**src/rtl/core/omw_pkg.sv**
```systemverilog
// Shared types, codes and register defaults for the single-wire bus master.
package omw_pkg;

   localparam int CsrCount      = 7;
   localparam int CsrIndexWidth = $clog2(CsrCount);
   localparam int CsrDataWidth  = 10;
   localparam int TimerWidth    = 10;

   typedef enum logic [1:0] {
      CMD_TICK  = 2'd0,
      CMD_RESET = 2'd1,
      CMD_WRITE = 2'd2,
      CMD_READ  = 2'd3
   } cmd_type;

   typedef enum logic [1:0] {
      STATUS_OK       = 2'd0,
      STATUS_PRESENCE = 2'd1,
      STATUS_REJECT   = 2'd2
   } status_type;

   typedef enum logic [CsrIndexWidth-1:0] {
      CSR_RESET_LOW     = 3'd0,
      CSR_RESET_RELEASE = 3'd1,
      CSR_PRES_WAIT     = 3'd2,
      CSR_PRES_LOW      = 3'd3,
      CSR_SLOT_SHORT    = 3'd4,
      CSR_SLOT_LONG     = 3'd5,
      CSR_READ_RECOVERY = 3'd6
   } csr_index_type;

   typedef enum logic [9:0] {
      PH_IDLE      = 10'b00_0000_0001,
      PH_RST_LOW   = 10'b00_0000_0010,
      PH_RST_REL   = 10'b00_0000_0100,
      PH_PRES_WAIT = 10'b00_0000_1000,
      PH_PRES_LOW  = 10'b00_0001_0000,
      PH_WR_FIRST  = 10'b00_0010_0000,
      PH_WR_SECOND = 10'b00_0100_0000,
      PH_RD_LOW    = 10'b00_1000_0000,
      PH_RD_SAMPLE = 10'b01_0000_0000,
      PH_RD_REC    = 10'b10_0000_0000
   } phase_type;

   localparam logic [9:0] RESET_LOW_DEFAULT     = 10'd750;
   localparam logic [7:0] RESET_RELEASE_DEFAULT = 8'd15;
   localparam logic [7:0] PRES_WAIT_DEFAULT     = 8'd200;
   localparam logic [7:0] PRES_LOW_DEFAULT      = 8'd240;
   localparam logic [3:0] SLOT_SHORT_DEFAULT    = 4'd2;
   localparam logic [6:0] SLOT_LONG_DEFAULT     = 7'd60;
   localparam logic [6:0] READ_RECOVERY_DEFAULT = 7'd50;

   typedef struct packed {
      logic [9:0] reset_low_time;
      logic [7:0] reset_release_time;
      logic [7:0] presence_wait_limit;
      logic [7:0] presence_low_limit;
      logic [3:0] slot_short_time;
      logic [6:0] slot_long_time;
      logic [6:0] read_recovery_time;
   } cfg_type;

   typedef struct packed {
      phase_type             phase;
      logic [TimerWidth-1:0] phase_timer;
      logic [2:0]            bit_index;
      logic [7:0]            shift_byte;
   } state_type;

   typedef struct packed {
      logic       pull_low;
      logic       busy_res;
      logic       done_res;
      logic [7:0] read_value;
      status_type status;
   } result_type;

endpackage

```
**src/rtl/core/omw_csr.sv**
```systemverilog
// Timing configuration registers of the single-wire bus master.
module omw_csr
   import omw_pkg::*;
(
   input  logic                     clock,
   input  logic                     reset,
   input  logic                     csr_wen,
   input  logic [CsrIndexWidth-1:0] csr_index,
   input  logic [CsrDataWidth-1:0]  csr_wdata,
   output cfg_type                  cfg
);

   cfg_type cfg_ff;
   cfg_type cfg_in;

   always_comb begin
      cfg_in = cfg_ff;
      if (csr_wen) begin
         case (csr_index_type'(csr_index))
            CSR_RESET_LOW:     cfg_in.reset_low_time     = csr_wdata[9:0];
            CSR_RESET_RELEASE: cfg_in.reset_release_time = csr_wdata[7:0];
            CSR_PRES_WAIT:     cfg_in.presence_wait_limit = csr_wdata[7:0];
            CSR_PRES_LOW:      cfg_in.presence_low_limit = csr_wdata[7:0];
            CSR_SLOT_SHORT:    cfg_in.slot_short_time    = csr_wdata[3:0];
            CSR_SLOT_LONG:     cfg_in.slot_long_time     = csr_wdata[6:0];
            CSR_READ_RECOVERY: cfg_in.read_recovery_time = csr_wdata[6:0];
            default:           cfg_in = cfg_ff;
         endcase
      end
   end

   always_ff @(posedge clock) begin
      if (reset) begin
         cfg_ff.reset_low_time      <= RESET_LOW_DEFAULT;
         cfg_ff.reset_release_time  <= RESET_RELEASE_DEFAULT;
         cfg_ff.presence_wait_limit <= PRES_WAIT_DEFAULT;
         cfg_ff.presence_low_limit  <= PRES_LOW_DEFAULT;
         cfg_ff.slot_short_time     <= SLOT_SHORT_DEFAULT;
         cfg_ff.slot_long_time      <= SLOT_LONG_DEFAULT;
         cfg_ff.read_recovery_time  <= READ_RECOVERY_DEFAULT;
      end else begin
         cfg_ff <= cfg_in;
      end
   end

   assign cfg = cfg_ff;

endmodule

```
**src/rtl/core/omw_step.sv**
```systemverilog
// Next-state and result logic for one beat of the single-wire bus master.
module omw_step
   import omw_pkg::*;
(
   input  cmd_type    cmd,
   input  logic [7:0] write_value,
   input  logic       line_level,
   input  cfg_type    cfg,
   input  state_type  state,
   output state_type  state_next,
   output result_type result
);

   logic                  bit_now;
   logic [TimerWidth-1:0] len;
   logic [TimerWidth:0]   timer_inc;
   logic                  expired;
   logic                  done;
   logic [7:0]            rval;
   status_type            status;
   state_type             ns;

   assign bit_now   = state.shift_byte[0];
   assign timer_inc = {1'b0, state.phase_timer} + {{TimerWidth{1'b0}}, 1'b1};

   always_comb begin
      case (state.phase)
         PH_RST_LOW:   len = cfg.reset_low_time;
         PH_RST_REL:   len = {2'b0, cfg.reset_release_time};
         PH_PRES_WAIT: len = {2'b0, cfg.presence_wait_limit};
         PH_PRES_LOW:  len = {2'b0, cfg.presence_low_limit};
         PH_WR_FIRST:  len = bit_now ? {6'b0, cfg.slot_short_time} : {3'b0, cfg.slot_long_time};
         PH_WR_SECOND: len = bit_now ? {3'b0, cfg.slot_long_time} : {6'b0, cfg.slot_short_time};
         PH_RD_LOW:    len = {6'b0, cfg.slot_short_time};
         PH_RD_REC:    len = {3'b0, cfg.read_recovery_time};
         default:      len = '0;
      endcase
   end

   assign expired = timer_inc >= {1'b0, len};

   always_comb begin
      ns     = state;
      done   = 1'b0;
      rval   = '0;
      status = STATUS_OK;
      if (cmd != CMD_TICK) begin
         if (state.phase != PH_IDLE) begin
            status = STATUS_REJECT;
         end else begin
            ns.phase_timer = '0;
            ns.bit_index   = '0;
            case (cmd)
               CMD_RESET: begin
                  ns.phase     = PH_RST_LOW;
                  ns.bit_index = state.bit_index;
               end
               CMD_WRITE: begin
                  ns.phase      = PH_WR_FIRST;
                  ns.shift_byte = write_value;
               end
               default: begin
                  ns.phase      = PH_RD_LOW;
                  ns.shift_byte = '0;
               end
            endcase
         end
      end else begin
         // advance the timer; a phase end resets it to zero, and idle holds it
         if (expired) begin
            ns.phase_timer = '0;
         end else begin
            ns.phase_timer = timer_inc[TimerWidth-1:0];
         end
         case (state.phase)
            PH_IDLE: ns.phase_timer = state.phase_timer;
            PH_RST_LOW: begin
               if (expired) ns.phase = PH_RST_REL;
            end
            PH_RST_REL: begin
               if (expired) ns.phase = PH_PRES_WAIT;
            end
            PH_PRES_WAIT: begin
               if (!line_level) begin
                  ns.phase       = PH_PRES_LOW;
                  ns.phase_timer = '0;
               end else if (expired) begin
                  ns.phase = PH_IDLE;
                  done     = 1'b1;
                  status   = STATUS_PRESENCE;
               end
            end
            PH_PRES_LOW: begin
               if (line_level) begin
                  ns.phase       = PH_IDLE;
                  ns.phase_timer = '0;
                  done           = 1'b1;
               end else if (expired) begin
                  ns.phase = PH_IDLE;
                  done     = 1'b1;
                  status   = STATUS_PRESENCE;
               end
            end
            PH_WR_FIRST: begin
               if (expired) ns.phase = PH_WR_SECOND;
            end
            PH_WR_SECOND: begin
               if (expired) begin
                  ns.shift_byte = {1'b0, state.shift_byte[7:1]};
                  if (state.bit_index == 3'd7) begin
                     ns.bit_index = '0;
                     ns.phase     = PH_IDLE;
                     done         = 1'b1;
                  end else begin
                     ns.bit_index = state.bit_index + 3'd1;
                     ns.phase     = PH_WR_FIRST;
                  end
               end
            end
            PH_RD_LOW: begin
               if (expired) ns.phase = PH_RD_SAMPLE;
            end
            PH_RD_SAMPLE: begin
               ns.shift_byte  = {line_level, state.shift_byte[7:1]};
               ns.phase       = PH_RD_REC;
               ns.phase_timer = '0;
            end
            PH_RD_REC: begin
               if (expired) begin
                  if (state.bit_index == 3'd7) begin
                     ns.bit_index = '0;
                     ns.phase     = PH_IDLE;
                     done         = 1'b1;
                     rval         = state.shift_byte;
                  end else begin
                     ns.bit_index = state.bit_index + 3'd1;
                     ns.phase     = PH_RD_LOW;
                  end
               end
            end
            default: begin
               ns.phase       = PH_IDLE;
               ns.phase_timer = '0;
            end
         endcase
      end
   end

   assign state_next        = ns;
   assign result.pull_low   = (ns.phase == PH_RST_LOW) || (ns.phase == PH_WR_FIRST)
                              || (ns.phase == PH_RD_LOW);
   assign result.busy_res   = ns.phase != PH_IDLE;
   assign result.done_res   = done;
   assign result.read_value = rval;
   assign result.status     = status;

endmodule

```
**src/rtl/core/one_wire_master.sv**
```systemverilog
// Single-wire bus master: tick-paced reset/presence, byte write and byte read sequencer.
//
//   channel | direction | handshake         | beat
//   req_    | in        | req_valid/stall   | cmd, write_value, line_level
//   rsp_    | out       | rsp_valid/stall   | pull_low, busy_res, done_res, read_value, status
//   csr_    | in        | csr_wen           | csr_index, csr_wdata
//
// One beat per cycle sustained while the response side does not stall; a request beat
// held in the input register is offered as a response once it passes into the response register.
// The input register feeds the step logic; the sequencer state and response register
// update together when the response register is free.
// Synchronous reset loads the register defaults, returns the sequencer to idle and
// empties both registers. A stalled response holds; the request side stalls only
// while its register is full and cannot advance.
module one_wire_master
   import omw_pkg::*;
(
   input  logic                     clock,
   input  logic                     reset,
   input  logic                     req_valid,
   output logic                     req_stall,
   input  logic [1:0]               req_cmd,
   input  logic [7:0]               req_write_value,
   input  logic                     req_line_level,
   output logic                     rsp_valid,
   input  logic                     rsp_stall,
   output logic                     rsp_pull_low,
   output logic                     rsp_busy_res,
   output logic                     rsp_done_res,
   output logic [7:0]               rsp_read_value,
   output logic [1:0]               rsp_status,
   input  logic                     csr_wen,
   input  logic [CsrIndexWidth-1:0] csr_index,
   input  logic [CsrDataWidth-1:0]  csr_wdata
);

   cfg_type    cfg;
   state_type  state_ff;
   state_type  state_in;
   result_type result;
   result_type rsp_ff;

   logic       in_valid_ff;
   logic       in_valid_in;
   cmd_type    in_cmd_ff;
   logic [7:0] in_wval_ff;
   logic       in_line_ff;
   logic       rsp_valid_ff;
   logic       rsp_valid_in;
   logic       advance;
   logic       accept;

   omw_csr u_csr (
      .clock     (clock),
      .reset     (reset),
      .csr_wen   (csr_wen),
      .csr_index (csr_index),
      .csr_wdata (csr_wdata),
      .cfg       (cfg)
   );

   omw_step u_step (
      .cmd         (in_cmd_ff),
      .write_value (in_wval_ff),
      .line_level  (in_line_ff),
      .cfg         (cfg),
      .state       (state_ff),
      .state_next  (state_in),
      .result      (result)
   );

   assign advance      = in_valid_ff && (!rsp_valid_ff || !rsp_stall);
   assign req_stall    = in_valid_ff && !advance;
   assign accept       = req_valid && !req_stall;
   assign in_valid_in  = accept || (in_valid_ff && !advance);
   assign rsp_valid_in = advance || (rsp_valid_ff && rsp_stall);

   always_ff @(posedge clock) begin
      if (reset) begin
         in_valid_ff  <= 1'b0;
         rsp_valid_ff <= 1'b0;
         state_ff     <= '{phase: PH_IDLE, phase_timer: '0, bit_index: '0, shift_byte: '0};
      end else begin
         in_valid_ff  <= in_valid_in;
         rsp_valid_ff <= rsp_valid_in;
         if (advance) state_ff <= state_in;
      end
   end

   always_ff @(posedge clock) begin
      if (accept) begin
         in_cmd_ff  <= cmd_type'(req_cmd);
         in_wval_ff <= req_write_value;
         in_line_ff <= req_line_level;
      end
      if (advance) rsp_ff <= result;
   end

   assign rsp_valid      = rsp_valid_ff;
   assign rsp_pull_low   = rsp_ff.pull_low;
   assign rsp_busy_res   = rsp_ff.busy_res;
   assign rsp_done_res   = rsp_ff.done_res;
   assign rsp_read_value = rsp_ff.read_value;
   assign rsp_status     = rsp_ff.status;

endmodule
```
**config.mk**
```make
export PLATFORM = sky130hd
export DESIGN_NAME = one_wire_master
export DESIGN_NICKNAME = d
export VERILOG_FILES = /design/src/rtl/core/omw_pkg.sv /design/src/rtl/core/omw_csr.sv /design/src/rtl/core/omw_step.sv /design/src/rtl/core/one_wire_master.sv
export SDC_FILE = /design/constraint.sdc
export NUM_CORES = 1
export LEC_CHECK = 0
export BUFFER_PORTS_ARGS = -buffer_cell sky130_fd_sc_hd__clkbuf_2
export CAP_MARGIN = 0
export CORE_MARGIN = 10
export CORE_UTILIZATION = 30
export CTS_BUF_LIST = sky130_fd_sc_hd__clkbuf_4
export CTS_CLUSTER_SIZE = 8
export DETAILED_ROUTE_END_ITERATION = 12
export GPL_ROUTABILITY_DRIVEN = 0
export HOLD_SLACK_MARGIN = 0.02
export PLACE_DENSITY = 0.45
export SLEW_MARGIN = 40
export SYNTH_ARGS = -nofsm -noshare
export SYNTH_HDL_FRONTEND = slang
export SYNTH_SLANG_ARGS = --single-unit
```
**constraint.sdc**
```tcl
create_clock -name clock -period 8.35 [get_ports clock]
set_input_delay 0.4175 -clock clock [delete_from_list [all_inputs] [get_ports clock]]
set_output_delay 0.4175 -clock clock [all_outputs]
set_load 0.005 [all_outputs]
```
=== After elaboration in Yosys (flattened, before gate mapping) ===
Cells that the tools add are included.

* Output and inout bits: 15
* Register bits after elaboration: 109
* Word-level logic and storage cells: 127

* $add $sub $neg: 2
* Bitwise logic cells: 3
* Order comparisons: 1
* Reduce and logical (&&, ||, !) cells: 30
* Mux-type cells: 41
* Equal/unequal tests: 29

{| class="wikitable"
|+ Operators by type and width
! operator !! number
|-
| two-way mux 10 bit || 12
|-
| case mux 10 bit (10 select lines) || 1
|-
| case mux 10 bit (8 select lines) || 1
|-
| two-way mux 31 bit || 2
|-
| case mux 8 bit (2 select lines) || 3
|-
| case mux 10 bit (4 select lines) || 1
|-
| == test 10 x 2 -> 1 bit, second input constant || 2
|-
| == test 10 x 6 -> 1 bit, second input constant || 2
|-
| == test 10 x 8 -> 1 bit, second input constant || 2
|-
| inequality test 10 x 1 -> 1 bit, second input constant || 2
|-
| two-way mux 7 bit || 2
|-
| AND reduction 2 bit || 7
|-
| == test 3 bit, second input constant || 4
|-
| adder 10 x 1 -> 11 bit, second input constant || 1
|-
| greater-or-equal comparator 11 x 10 -> 1 bit || 1
|-
| two-way mux 11 bit || 1
|-
| == test 10 x 1 -> 1 bit, second input constant || 1
|-
| == test 10 bit, second input constant || 1
|-
| == test 10 x 3 -> 1 bit, second input constant || 1
|-
| == test 10 x 4 -> 1 bit, second input constant || 1
|-
| == test 10 x 5 -> 1 bit, second input constant || 1
|-
| == test 10 x 7 -> 1 bit, second input constant || 1
|-
| == test 10 x 9 -> 1 bit, second input constant || 1
|-
| two-way mux 3 bit || 3
|-
| 28 further kinds || 52
|}

=== Logic depth before layout (Yosys ltp) ===
* Depth after elaboration: 10
* Gate-level depth with buffers: 20
* Mapped depth without buffers: 15

=== Hierarchy ===
Synthesis repeated with hierarchy kept, for this count alone.

* Cells, all modules: 672
* Area total of the unflattened synthesis: 6378.6 µm²

{| class="wikitable"
|+ Modules (own cells, without submodules)
! module !! instances !! area each (µm²) !! seq. area each (µm²) !! cells an instance
|-
| one_wire_master || 1 || 2195.9 || 1381.3 || 168
|-
| omw_step || 1 || 2118.3 || 0.0 || 307
|-
| omw_csr || 1 || 2064.5 || 1041.0 || 197
|}

=== Worst setup path before layout ===
No wires, ideal clock.

* Kind: register -> register
* Start point: register state_ff[22] (netlist name)
* End point: register rsp_ff, in the netlist rsp_pull_low, data pin
* Slack: 4380 ps
* Stages on the path, launching flop included: 18
* Data arrival time: 3812 ps
* Period minus slack after synthesis: 3970 ps
* Data required time: 8192 ps
* Buffers on the path: 4
* Cells stage by stage: dfxtp_1 -> buf_2 -> or4_1 -> buf_2 -> nor3_2 -> and3_1 -> clkbuf_1 -> mux2_2 -> a21oi_1 -> ha_1 -> nand4_1 -> o311a_1 -> o21a_1 -> clkbuf_1 -> a221o_1 -> a211oi_1 -> nand4_1 -> a211oi_2

{| class="wikitable"
|+ RTL lines
! item !! RTL line !! source
|-
| start, declared || one_wire_master.sv:38 || <nowiki>state_type state_ff;</nowiki>
|-
| start signal, assigned || one_wire_master.sv:82 || <nowiki>state_ff <= '{phase: PH_IDLE, phase_timer: '0, bit_index: '0, shift_byte: '0};</nowiki>
|-
| start signal, assigned || one_wire_master.sv:86 || <nowiki>if (advance) state_ff <= state_in;</nowiki>
|-
| end signal, assigned || one_wire_master.sv:96 || <nowiki>if (advance) rsp_ff <= result;</nowiki>
|-
| end, declared || one_wire_master.sv:41 || <nowiki>result_type rsp_ff;</nowiki>
|}

=== Worst setup path in the final report ===
* Start point: register state_ff[21] (netlist name)
* End point: register state_ff[6] (netlist name)

* Cells in the longest elaborated chain, start to end: 5
* Elaborated cells on any way between the ends: 18

{| class="wikitable"
|+ RTL lines
! item !! RTL line !! source
|-
| == test 10 bit (tied with other cells) || omw_step.sv:27 || <nowiki>case (state.phase)</nowiki>
|-
| case mux 10 bit (8 select lines) || omw_step.sv:27 ||
|-
| greater-or-equal comparator 11 x 10 -> 1 bit || omw_step.sv:40 || <nowiki>assign expired = timer_inc >= {1'b0, len};</nowiki>
|-
| inequality test 3 x 1 -> 1 bit (no source line) || - ||
|-
| AND reduction 5 bit (no source line) || - ||
|}

Several ways; a longest one is shown, not always the timed one.
A chain may end at the register's enable or synchronous reset.

==> PnR_summary.wiki <==
{| class="wikitable"
! Metric !! Value
|-
| Type of element capturing the critical path || register
|-
| Buffers plus inverters on the worst setup path || 0
|-
| Hold Startpoint || req_write_value[4]
|-
| Root buf cell || sky130_fd_sc_hd__clkbuf_4
|-
| Share of total power consumed by net switching || 0.284
|-
| Worst Path Class, Setup || register to register
|-
| Sequential share of the synthesized area || 0.435
|-
| Biggest area consumer among synthesized cells || sky130_fd_sc_hd__dfxtp_1
|-
| Maximum level of the CTS H-tree || 3
|-
| Wire length on met2 || between 7000 and 8000 um
|-
| Antenna violations before repair || 1
|-
| Areal power density over the cells || 161 nW/um2
|-
| Antenna-violating nets left || 0
|-
| Worst vdd ir || ~0.000071 V
|-
| Post-DP Area || 5930 um2
|-
| Async S/R FF share, synth || 0
|-
| Iteration-0 DRC count of the detailed router || approximately 350
|-
| Critical path startpoint category || register
|-
| Portion of total power attributed to the clock network || 0.288
|-
| Sequential share of power || 0.584
|-
| Total chip power || 980 uW
|-
| Actual transition at the worst max-transition pin || 797 ps
|-
| Vias per std cell || 5.30
|-
| Time the final worst path needs with I/O delays and setup || 4930 ps
|-
| # clock sinks || ~110
|-
| Dominant delay contributor by cell family on the critical path || simple AND/OR/NAND/NOR gates
|-
| Syn Std Cell Area || 5570 um2
|-
| Outcome || finished, final reports clean
|-
| Cell Rows || between 40 and 50
|-
| Fraction of the cycle the final worst path needs || 0.590
|-
| Buffers added on ports || 43
|-
| Pleak || 0.00230 uW
|-
| Total number of vias || 4700
|-
| Final cell area excluding filler cells || 6090 um2
|-
| DRC Markers || 0
|-
| Number of synthesized flops with an enable pin || 24
|-
| Number of pins with negative max-slew slack in the final report || 0
|-
| Gate Count Post-Synth || 636
|-
| Worst Reg-to-Reg Cells || 13
|-
| Post-detailed-route wirelength per cell || 17.6 um
|-
| Final hold violations || 0
|-
| Delay of the slowest cell on the worst path || 730 ps
|-
| Max-cap violations || 0
|-
| Die ar. || 24400 um2
|-
| Effective utilization at floorplan || 0.307
|-
| Main area contributors after synthesis || sky130_fd_sc_hd__dfxtp_1 31%, sky130_fd_sc_hd__edfxtp_1 13%, sky130_fd_sc_hd__nand2_1 7.1%, sky130_fd_sc_hd__a21oi_1 4.8%, sky130_fd_sc_hd__ha_1 3.8%
|-
| Destination of the worst register-to-register timing path || state_ff[6]
|-
| Number of buffers created by CTS || 9
|-
| Slew headroom || 0.466
|-
| Global-route wire length before repair || roughly 25000 um
|-
| Total gr overflow || 0
|-
| Post-synth top flop || sky130_fd_sc_hd__dfxtp_1
|-
| CTS tree || done
|-
| Wl on met1 || 7550 um
|-
| Metal3 WL || 568 um
|-
| Avg Inst Size Synth || 8.76 um2
|-
| Synth cell count leaders || 105 x sky130_fd_sc_hd__nand2_1, 85 x sky130_fd_sc_hd__dfxtp_1, 53 x sky130_fd_sc_hd__a21oi_1, 53 x sky130_fd_sc_hd__nor2_1, 30 x sky130_fd_sc_hd__clkbuf_1
|-
| Chip Height || between 150 and 200 um
|-
| R2R setup slack || between 3000 and 4000 ps
|-
| Max clock buf depth || 2
|-
| Post-cts hold buffer count || 0
|-
| WHS Path Cells || 1
|-
| Synth Register Bits || 109
|-
| Length of the first detailed-routing pass in iterations || 5
|-
| Number of primary I/O pins || 44
|-
| Slowest-stage cell, CP || sky130_fd_sc_hd__or4_1
|-
| Unique cell type count in the Yosys netlist || 70
|-
| Gr usage total || 0.130
|-
| Post-CTS Resized || 0
|-
| Setup Total Neg Slack || 0 ps
|-
| RSZ-0062 raised after global routing || no
|-
| Most common cell in the synthesized netlist || sky130_fd_sc_hd__nand2_1
|-
| Post-Synthesis Net Count || 682
|-
| Final Routed Wirelength || 15600 um
|-
| Clock skew || approximately 15 ps
|-
| Number of global-route vias before repair || 4670
|-
| Layout area overhead || 9.18%
|-
| Std-Cell Core Area || 18100 um2
|-
| Relative contribution of combinational cells to total power || 0.128
|-
| Required time of the critical path || slightly below 9000 ps
|-
| Data arrival time of the worst path || 5290 ps
|-
| Clock input transition at the sequential cells of the worst setup and hold paths || ~170 ps
|-
| Die X-Extent || between 150 and 200 um
|-
| Count of fill cells added during filler insertion || 1935
|-
| Top Metal Used || met4
|-
| Count of final setup violators || 0
|-
| Setup Fix Bufs, Post-CTS || 0
|-
| FF-to-FF Start || state_ff[21]
|-
| HPWL after detailed placement || 11100 um
|-
| Proportion of layout cells with a drive suffix above 1 || 0.123
|-
| Worst hold slack || 88.9 ps
|-
| Class of the most critical hold timing path || primary input to register
|-
| Worst-path maximum fanout || 11
|-
| Total number of nets in the final design || 697
|-
| Cell Int Power || 701 uW
|-
| Yosys top cell area share || 0.305
|-
| Hold EP || in_wval_ff[4]
|-
| Post-layout util || 0.335
|-
| Number of synthesis warnings || 0
|-
| Clock Latency Late Sink || 490 ps
|-
| Cell-by-cell listing of the critical path || or4_1, nor4b_4, a22oi_1, nand3_1, a21oi_1, ha_1, nand4_1, o311a_1, o21ai_1, a21oi_1, o21ai_1, and2_1, a211oi_1
|-
| Highest achievable clock rate || 203 MHz
|-
| Largest net degree at the start of global routing || 86
|-
| Total net switching power || 279 uW
|}
==> registers in the layout, summed over array words and instances, names as in the netlist <==
name	flops
rsp_read_value	8
rsp_valid	1
state_ff	31
rsp_pull_low	1
in_line_ff	1
in_wval_ff	8
in_valid_ff	1
rsp_status	2
rsp_busy_res	1
rsp_done_res	1
u_csr.cfg	52
in_cmd_ff	2
==> metal layers <==
metal  up-vias  track usage
li1       2331            -
met1      2240        0.173
met2       110        0.207
met3        19       0.0192
met4         0       0.0499
met5         -            0
==> area by class of cell <==
class                      instances  area [um2]  share of cell area
antenna                            1        2.50            0.000411
clock inverter                     6        70.1              0.0115
tap                              229         287              0.0471
timing repair buffer              46         241              0.0397
inverter                           9        36.3             0.00596
sequential                       109        2420               0.398
multi-input combinational        476        2950               0.485
clock buffer                      10        75.1              0.0123
==> stage by stage <==
stage               setup WS, ps  instances
floorplan                   4380        636
global placement            3290        869
detailed placement          3520        869
CTS                         3460        885
global route                3110        886
finish                      3420        886
==> kinds of logic after synthesis <==
logic type / count (synthesis) / share of synthesized area
AO/OA/AOI/OAI: 150 / 0.184
XOR/XNOR: 11 / 0.0173
adder cells (fa/ha/maj): 17 / 0.0382
buffers and inverters: 51 / 0.0400
flip-flops: 109 / 0.435
multiplexers: 14 / 0.0258
AND/OR/NAND/NOR: 284 / 0.261
==> power groups by stage <==
stage	combinational [uW]	sequential [uW]	clock, uW
after CTS	126	572	297
after floorplan	92.9	575	0
final	126	572	282
after detailed placement	126	584	0
after global placement	124	583	0
after global routing	141	575	316
==> worst max-delay path by stage <==
stage / start / endpoint / slack, ps / cells past startpoint
2_1_floorplan: state_ff[22] / rsp_pull_low / 4380 / 17
3_3_place_gp: state_ff[21] / state_ff[0] / 3290 / 13
3_5_place_dp: state_ff[21] / state_ff[6] / 3520 / 13
4_1_cts: state_ff[22] / state_ff[6] / 3460 / 13
5_1_grt: state_ff[21] / state_ff[6] / 3110 / 13
6_report: state_ff[21] / state_ff[6] / 3420 / 13
==> cells in the final DEF, fill, tap and decap left out, drive strengths merged, types with 4 or more instances in the layout <==
master	synthesis	layout
and2	12	12
nand4	6	6
xnor2	6	6
clkbuf	31	53
edfxtp	24	24
a222oi	4	4
a211oi	15	15
nor2	54	54
o21ai	11	11
a211o	9	9
nand3b	20	20
a21oi	53	53
a22oi	27	27
mux2i	11	11
a21o	6	6
nand2	106	106
dfxtp	85	85
xor2	5	5
and3	10	10
and4	4	4
nand3	21	21
nand2b	6	6
inv	8	10
ha	17	17
nor4	6	6
nor3	11	11
nor2b	15	15
Power figures use the tool's default switching activity.
